<file path="src/hdl/srpf_pkg.sv">
`timescale 1ns / 1ps
// ----------------------------------------------------------------------------
// srpf_pkg: shared definitions for the short-range pair force pipeline
// Widths, register reset values, register indexes and the buses that run
// between the cells of the square-root and division rows.
// ----------------------------------------------------------------------------
package srpf_pkg;

  // Position and field widths.
  localparam int POS_BITS   = 24;
  localparam int CUT_W      = 23;
  localparam int GAIN_W     = 24;
  localparam int FORCE_W    = 49;
  localparam int CFG_W      = 24;

  // Derived datapath widths.
  localparam int MAG_W      = POS_BITS;
  localparam int D2_W       = 2 * POS_BITS;
  localparam int ROOT_W     = POS_BITS;
  localparam int SREM_W     = ROOT_W + 2;
  localparam int C2_W       = 2 * CUT_W;
  localparam int Q_W        = GAIN_W + CUT_W;
  localparam int QLO_W      = 24;
  localparam int QHI_W      = Q_W - QLO_W;
  localparam int PLO_W      = QLO_W + MAG_W;
  localparam int PHI_W      = QHI_W + MAG_W;
  localparam int NUM_W      = Q_W + MAG_W;
  localparam int SQRT_CELLS = ROOT_W;
  localparam int DIV_CELLS  = FORCE_W;

  // Register reset values.
  localparam logic [CUT_W-1:0]  CUT_RST  = CUT_W'(16777);
  localparam logic [GAIN_W-1:0] GAIN_RST = GAIN_W'(1000000);
  localparam logic [C2_W-1:0]   C2_RST   = C2_W'(CUT_RST) * C2_W'(CUT_RST);

  // Configuration register indexes.
  typedef enum logic [0:0] {
    REG_CUTOFF = 1'b0,
    REG_GAIN   = 1'b1
  } cfg_reg_t;

  // Per-item flags that travel with the data.
  typedef struct packed {
    logic sign_x;
    logic sign_y;
    logic in_range;
    logic coincident;
  } side_t;

  // Link between square-root cells.
  typedef struct packed {
    logic              valid;
    logic [D2_W-1:0]   rad;
    logic [SREM_W-1:0] rem;
    logic [ROOT_W-1:0] root;
    logic [MAG_W-1:0]  mag_x;
    logic [MAG_W-1:0]  mag_y;
    side_t             side;
  } sqrt_bus_t;

  // Link between division cells; rad holds the dividend tail and the quotient.
  typedef struct packed {
    logic               valid;
    logic [ROOT_W-1:0]  rem_x;
    logic [ROOT_W-1:0]  rem_y;
    logic [FORCE_W-1:0] rad_x;
    logic [FORCE_W-1:0] rad_y;
    logic [ROOT_W-1:0]  divisor;
    side_t              side;
  } div_bus_t;

endpackage

</file>
<file path="src/hdl/srpf_sqrt_cell.sv">
`timescale 1ns / 1ps
// ----------------------------------------------------------------------------
// srpf_sqrt_cell: one root bit of the integer square root
// Brings in two radicand bits, tries the next root bit and passes the
// partial remainder and root to the next cell.
// ----------------------------------------------------------------------------
module srpf_sqrt_cell
  import srpf_pkg::*;
(
  input  logic      clk,
  input  logic      rst_n,
  input  logic      adv,
  input  sqrt_bus_t cell_in,
  output sqrt_bus_t cell_out
);

  logic [SREM_W+1:0] rem_sh;
  logic [SREM_W+1:0] trial;
  logic              fits;
  sqrt_bus_t         data_nxt;
  sqrt_bus_t         data_r;
  logic              valid_r;

  // Trial subtraction of the candidate root bit.
  always_comb begin
    rem_sh   = {cell_in.rem, cell_in.rad[D2_W-1 -: 2]};
    trial    = (SREM_W+2)'({cell_in.root, 2'b01});
    fits     = (rem_sh >= trial);
    data_nxt = cell_in;
    data_nxt.rad = cell_in.rad << 2;
    if (fits) begin
      data_nxt.rem  = SREM_W'(rem_sh - trial);
      data_nxt.root = {cell_in.root[ROOT_W-2:0], 1'b1};
    end else begin
      data_nxt.rem  = SREM_W'(rem_sh);
      data_nxt.root = {cell_in.root[ROOT_W-2:0], 1'b0};
    end
  end

  // Valid flag.
  always_ff @(posedge clk) begin
    if (!rst_n) begin
      valid_r <= 1'b0;
    end else if (adv) begin
      valid_r <= cell_in.valid;
    end
  end

  // Payload.
  always_ff @(posedge clk) begin
    if (adv) begin
      data_r <= data_nxt;
    end
  end

  always_comb begin
    cell_out       = data_r;
    cell_out.valid = valid_r;
  end

endmodule

</file>
<file path="config.mk">
export PLATFORM = sky130hd
export DESIGN_NAME = srpf_sqrt_cell
export DESIGN_NICKNAME = d
export VERILOG_FILES = /design/src/hdl/srpf_pkg.sv /design/src/hdl/srpf_sqrt_cell.sv
export SDC_FILE = /design/constraint.sdc
export NUM_CORES = 1
export LEC_CHECK = 0
export ABC_AREA = 0
export BUFFER_PORTS_ARGS = -buffer_cell sky130_fd_sc_hd__buf_4
export CAP_MARGIN = 25
export CELL_PAD_IN_SITES_DETAIL_PLACEMENT = 0
export CELL_PAD_IN_SITES_GLOBAL_PLACEMENT = 1
export CORE_ASPECT_RATIO = 0.7
export CORE_MARGIN = 1.5
export CORE_UTILIZATION = 33
export CTS_CLUSTER_SIZE = 8
export DETAILED_ROUTE_END_ITERATION = 10
export MAX_ROUTING_LAYER = met4
export PLACE_DENSITY = 0.75
export RECOVER_POWER = 50
export SLEW_MARGIN = 20
export SYNTH_ARGS = -nofsm -noshare
export SYNTH_HDL_FRONTEND = slang
export SYNTH_SLANG_ARGS = --single-unit
export TNS_END_PERCENT = 50
</file>
<file path="constraint.sdc">
create_clock -name clk -period 2.9 [get_ports clk]
set_input_delay 0.58 -clock clk [delete_from_list [all_inputs] [get_ports clk]]
set_output_delay 0.58 -clock clk [all_outputs]
set_load 0.02 [all_outputs]
</file>
; ---- Yosys cells after proc, flatten, opt, wreduce, memory -nomap -nowiden
; Cells that the tools add are included.
[op_classes]
n_addsub = 1
order_cmp = 1
mux = 1
[ops]
columns = operator, n
row1 = $mux 50, 1
row2 = $ge 28x26->1, 1
row3 = $sub 26x26->26, 1
[word_totals]
ff_bits = 149
input_bits = 154
output_inout_bits = 151
wordCells = 13

; ---- Depth between registers and ports, before layout
; Gate-level depths: netlist (run 1).
[logic_depth]
ltp_word = 2
mapped_depth = 11
ltp_nobuf = 10

; ---- Worst setup path after synthesis (run 1)
; OpenSTA, ideal clock, no wires.
[synth_path]
kind = input port to flip-flop
startpoint = in cell_in[52] (netlist bit)
endpoint = reg data_r (netlist bit cell_out[84]) (data pin)
t_arrival_ps = 2580
required_time_ps = 2640
path_slack_ps = 59
cell_stages = 11
cell_sequence = inv_1 > ha_1 > nand2b_1 > a211o_1 > a21oi_2 > o211ai_2 > a31oi_2 > nor2_2 > o21ai_4 > buf_12 > mux2_4
[synth_rtl]
columns = element, line
row1 = "start, declared", srpf_sqrt_cell.sv:13  ; input sqrt_bus_t cell_in,
row2 = "end signal, assigned", srpf_sqrt_cell.sv:52  ; data_r <= data_nxt;
row3 = "end, declared", srpf_sqrt_cell.sv:21  ; sqrt_bus_t data_r;

==> results of run 1 <==
[through the flow]
stage / utilization (%) / TNS (ns) / instance area, sq um / std cells
6_report: 51.9 / 0 / 9790 / 1019
5_1_grt: 51.9 / 0 / 9790 / 1019
4_1_cts: 52.2 / 0 / 9840 / 1018
3_5_place_dp: 49.0 / -2.21 / 9240 / 986
3_3_place_gp: 49.0 / -0.860 / 9240 / 986
2_1_floorplan: - / 0 / 6330 / 402
[layer usage]
layer,vias up,GRT usage [%]
li1,2235,-
met1,2240,22.8
met2,188,30.9
met3,14,6.31
met4,0,5.25
met5,-,-
[cell usage in the layout (no fill, tap or decap), types with 10 or more instances in the layout]
| cell type | instances |
|---|---|
| buf_4 | 223 |
| clkbuf_16 | 17 |
| edfxtp_1 | 148 |
| a21oi_1 | 21 |
| clkbuf_4 | 112 |
| ha_1 | 26 |
| clkbuf_1 | 10 |
| xnor2_1 | 13 |
| inv_1 | 30 |
| xor2_1 | 10 |
| nand2_1 | 21 |
| mux2_4 | 16 |
| nor2_1 | 16 |
| o21ai_0 | 15 |
[worst min path at each step]
stage,from,to,slack (ns),cells past startpoint
after CTS,cell_in[27],cell_out[27]$_DFFE_PP_,0.31,1
after detailed placement,valid_r$_SDFFE_PN0P_,valid_r$_SDFFE_PN0P_,0.52,2
after floorplan,valid_r$_SDFFE_PN0P_,valid_r$_SDFFE_PN0P_,0.48,2
final,cell_in[27],cell_out[27]$_DFFE_PP_,0.34,1
after global routing,cell_in[9],cell_out[9]$_DFFE_PP_,0.33,1
after global placement,valid_r$_SDFFE_PN0P_,valid_r$_SDFFE_PN0P_,0.51,2
[worst reg2reg max path, delay by kind of cell (launching register included)]
family	cells	cell delay, ns
and+or+nand+nor	1	0.06
DFF	1	0.31
muxes	1	0.13
[power by group through the flow]
stage,logic [uW],registers (uW),clock network [uW]
2_1_floorplan,382,2970,0
3_3_place_gp,1320,2710,0
3_5_place_dp,1340,2710,0
4_1_cts,1340,2670,2310
5_1_grt,1400,2690,2390
6_report,1310,2670,2260
[final cells by class]
class	count	area (sq um)
Inverter	30	113
Timing Repair Buffer	349	2620
Antenna cell	1	2.50
Multi-Input combinational cell	216	1690
Tap cell	242	303
Fill cell	1646	9080
Sequential cell	149	4460
Clock inverter	15	179
Clock buffer	17	425
[kinds of logic after synthesis]
logic type / after synthesis / synth area share, %
DFF: 149 / 70.5
AOI/OAI and AO/OA: 72 / 7.55
and+or+nand+nor: 68 / 5.30
buffers and inverters: 37 / 2.92
adders and majority gates: 26 / 5.14
muxes: 25 / 5.34
xor gates and xnor gates: 23 / 3.18
other: 1 / 0.0592
[sequential cells by signal, summed over array words and instances (netlist names)]
name and flops:
cell_out 148, valid_r 1
==> results_dict.tcl, run 1 <==
set metrics [dict create \
    critical-path-top-delay-family "compound AO/OA/AOI/OAI gates" \
    setup-violations-final 0 \
    dp_slack_ns -0.115 \
    setup_slack_ns 0.280 \
    num_vias 4677 \
    period_share_pct 90.3 \
    rows 42 \
    skew_ns 0 \
    outcome "completed" \
    maxCapViolations 0 \
    end_kind "flop" \
    yosys-top-cells-area "edfxtp_1 70%, ha_1 5.1%, mux2_4 3.8%, xnor2_1 1.8%, inv_1 1.8%" \
    power_density_mw_per_mm2 637 \
    drtIter0Drc 303 \
    required_ns 3.08 \
    leakage_uw 0.00434 \
    tightest_slew_ns 1.39 \
    fin_crit_ns 2.62 \
    dieWidth_um 169 \
    fmax_ghz 0.382 \
    worstReg2RegEnd "valid_r$_SDFFE_PN0P_" \
    switching_share_pct 28.0 \
    power.total_uw 6230 \
    async_flop_share_pct 0 \
    cp-startpoint "cell_in[59]" \
    synth.largest_area_cell "edfxtp_1" \
    start_util_pct 33.6 \
    synth_cells 401 \
    via_per_inst 4.59 \
    track_usage_pct 19.1 \
    cts_made_buffers 17 \
    clockBufferDepth 2 \
    slew_headroom_pct 7.42 \
    cp.buffers_inverters 3 \
    highest_layer "met4" \
    port_buffers 302 \
    wl_um 18700 \
    gp_congestion 0.859 \
    p_comb_share_pct 21.0 \
    p_seq_share_pct 42.8 \
    max_stage_delay_ns 0.38 \
    fin_hold_ws_ns 0.344 \
    routedLengthMet1_um 7560 \
    grt_pass1_vias 4737 \
    arrival_ns 2.80 \
    syn_avg_cell_area_sq_um 15.8 \
    synth_edf_count 148 \
    postCtsHoldBufs 0 \
    yosys_register_bits 149 \
    synthFlopType "edfxtp_1" \
    die_area_sq_mm 0.0200 \
    r2r_setup_slack_ns 2.29 \
    drtPass1Iterations 5 \
    yosys_warnings 0 \
    ff2ff_path_depth 2 \
    cts-htree-levels 4 \
    synth_common_cells "148 x edfxtp_1, 30 x inv_1, 26 x ha_1" \
    yosysUniqueCellTypes 51 \
    path_max_fanout 12 \
    cts_resized 0 \
    power.share.clock_pct 36.2 \
    crit_cells 11 \
    r2r_start "valid_r$_SDFFE_PN0P_" \
    dp_hpwl_um 14700 \
    core_area_sq_mm 0.0189 \
    path_clk_slew_ns 0.08 \
    cts_sinks 149 \
    die_y_um 119 \
    drive_gt1_share_pct 51.5 \
    rsz0062_at_grt "false" \
    grt.overflow.total 0 \
    finalHoldViolCount 0 \
    yosysSeqAreaShare_pct 70.5 \
    hold_class "in -> reg" \
    ioPinCount 305 \
    clk-insertion-delay-late_ns 0.42 \
    layout.nets 943 \
    grt_max_degree 53 \
    post-synth-top-count-cell "edfxtp_1" \
    grt_pass1_wl_um 27600 \
    cp_slowest_cell "ha_1" \
    post_drt_wl_per_cell_um 18.3 \
    p_int_uw 4490 \
    antenna_found_initial 1 \
    cts_tree "built" \
    syn_area_sq_mm 0.00633 \
    cts_setup_buffers 0 \
    vdd_drop_max_uv 271 \
    p_switching_uw 1750 \
    met2_length_um 9300 \
    startpoint_type "primary input" \
    path_cells "clkbuf_1 > inv_1 > ha_1 > a21oi_1 > o21ai_0 > o211ai_2 > a31oi_2 > nor2_2 > o21ai_4 > buf_12 > mux2_2" \
    maxSlewViolCount 0 \
    synth_top_cell_area_share_pct 70.2 \
    drc 0 \
    crit_type "in -> reg" \
    antenna_left 0 \
    cp-endpoint "cell_out[78]$_DFFE_PP_" \
    wl_met3_um 1580 \
    synthToLayoutAreaGrowth_pct 54.6 \
    cts_root_buf "clkbuf_16" \
]
Power figures use the tool's default switching activity.
==> run 2, diff against run 1 <==
Settings changed: RECOVER_POWER 50 to not set.
==> results_dict.tcl, run 2 (synthesized netlist as in run 1, its figures left out) <==
set metrics [dict create \
    power.total_uw 6250 \
    skew_ns 0 \
    hold_class "in -> reg" \
    final_cell_mix "344 x buf_4, 148 x edfxtp_1, 30 x inv_1" \
    dieWidth_um 169 \
    multi_input_area_sq_mm 0.00169 \
    drc 0 \
    finalHoldViolCount 0 \
    p_int_uw 4500 \
    core_area_sq_mm 0.0189 \
    maxCapViolations 0 \
    rsz0062_at_grt "false" \
    end_kind "flop" \
    dp_hpwl_um 14700 \
    start_util_pct 33.6 \
    fmax_ghz 0.384 \
    dp_cells 986 \
    grt_pass1_vias 4737 \
    leakage_uw 0.00440 \
    postCtsHoldBufs 0 \
    drtIter0Drc 275 \
    rows 42 \
    path_max_fanout 12 \
    cts-htree-levels 4 \
    num-fill-cells 1632 \
    cts_setup_buffers 0 \
    final_common_cell "buf_4" \
    die_area_sq_mm 0.0200 \
    tns_ns 0 \
    fin_crit_ns 2.60 \
    vdd_drop_max_uv 271 \
    antenna_left 0 \
    die_y_um 119 \
    drtPass1Iterations 5 \
    p_switching_uw 1750 \
    clk-insertion-delay-late_ns 0.41 \
    arrival_ns 2.78 \
    power_density_mw_per_mm2 635 \
    grt.overflow.total 0 \
    via_per_inst 4.60 \
    fin_util_pct 52.2 \
    required_ns 3.07 \
    p_seq_share_pct 42.7 \
    port_buffers 302 \
    switching_share_pct 28.0 \
    cts_sinks 149 \
    track_usage_pct 19.1 \
    seqCellArea_sq_mm 0.00446 \
    num_vias 4688 \
    grt_pass1_wl_um 27600 \
    p_comb_share_pct 21.2 \
    grt_max_degree 53 \
    fin_hold_ws_ns 0.328 \
    path_clk_slew_ns 0.08 \
    synthToLayoutAreaGrowth_pct 55.5 \
    cts_root_buf "clkbuf_16" \
    cts_resized 0 \
    setup-violations-final 0 \
    gp_congestion 0.859 \
    cts_made_buffers 17 \
    power.share.clock_pct 36.1 \
    period_share_pct 89.7 \
    startpoint_type "primary input" \
    tightest_slew_ns 0.542 \
    clockBufferDepth 2 \
    largest_register_ffs 148 \
    antenna_found_initial 1 \
    maxSlewViolCount 0 \
    ioPinCount 305 \
    wl_um 18800 \
    drive_gt1_share_pct 52.8 \
    post_drt_wl_per_cell_um 18.5 \
    crit_type "in -> reg" \
    layout.nets 943 \
    final_cells 1019 \
    cts_tree "built" \
    outcome "completed" \
    slew_headroom_pct 63.9 \
]
-- run 2: cell count changes in the layout (fill, tap and decap cells not counted) --
| cell | delta |
|---|---|
| buf_12 | +1 |
| buf_4 | +121 |
| buf_6 | +1 |
| clkbuf_1 | -10 |
| clkbuf_2 | -1 |
| clkbuf_4 | -112 |
-- run 2: metal layers --
layer | vias to the layer above | wire length (um) | GRT usage [%] | share of wire [%]
li1 | 2230 | - | - | -
met1 | 2267 | 7810 | 22.8 | 41
met2 | 178 | 9320 | 30.9 | 49
met3 | 13 | 1480 | 6.31 | 7.9
met4 | 0 | 221 | 5.25 | 1.2
met5 | - | 0 | - | 0
-- run 2: power by group through the flow --
stage | clock network [uW] | logic (uW) | registers (uW)
6_report | 2260 | 1330 | 2670
5_1_grt | 2390 | 1410 | 2690
4_1_cts | 2310 | 1340 | 2670
3_5_place_dp | 0 | 1340 | 2710
3_3_place_gp | 0 | 1320 | 2710
2_1_floorplan | 0 | 382 | 2970
-- run 2: worst paths after layout --
kind         depth (start not counted)  slack, ns                  from                endpoint
max                                 11       0.30           cell_in[59]  cell_out[78]$_DFFE_PP_
min                                  1       0.33           cell_in[11]  cell_out[11]$_DFFE_PP_
max reg2reg                          2       2.29  valid_r$_SDFFE_PN0P_    valid_r$_SDFFE_PN0P_
min reg2reg                          2       0.54  valid_r$_SDFFE_PN0P_    valid_r$_SDFFE_PN0P_
-- run 2: worst max-delay path, cell delays in order --
cell and delay (ns):
buf_4 0.08, inv_1 0.04, ha_1 0.38, a21oi_1 0.11, o21ai_0 0.38, o211ai_2 0.17, a31oi_2 0.19, nor2_2 0.08
o21ai_4 0.22, buf_12 0.19, mux2_2 0.34
-- run 2: through the flow --
| step | setup slack, ns | cell area [sq um] |
|---|---|---|
| 2_1_floorplan | 0.0594 | 6330 |
| 3_3_place_gp | -0.0514 | 9240 |
| 3_5_place_dp | -0.115 | 9240 |
| 4_1_cts | 0.321 | 9840 |
| 5_1_grt | 0.117 | 9850 |
| 6_report | 0.299 | 9850 |
-- run 2: cell type report --
type	instances	area share, %
diodes	1	0.0254
repair buffers	349	27.2
inverters	30	1.14
well taps	242	3.08
clock buffers	17	4.32
multi-input cells	216	17.1
clock inverters	15	1.82
flip-flops and latches	149	45.3
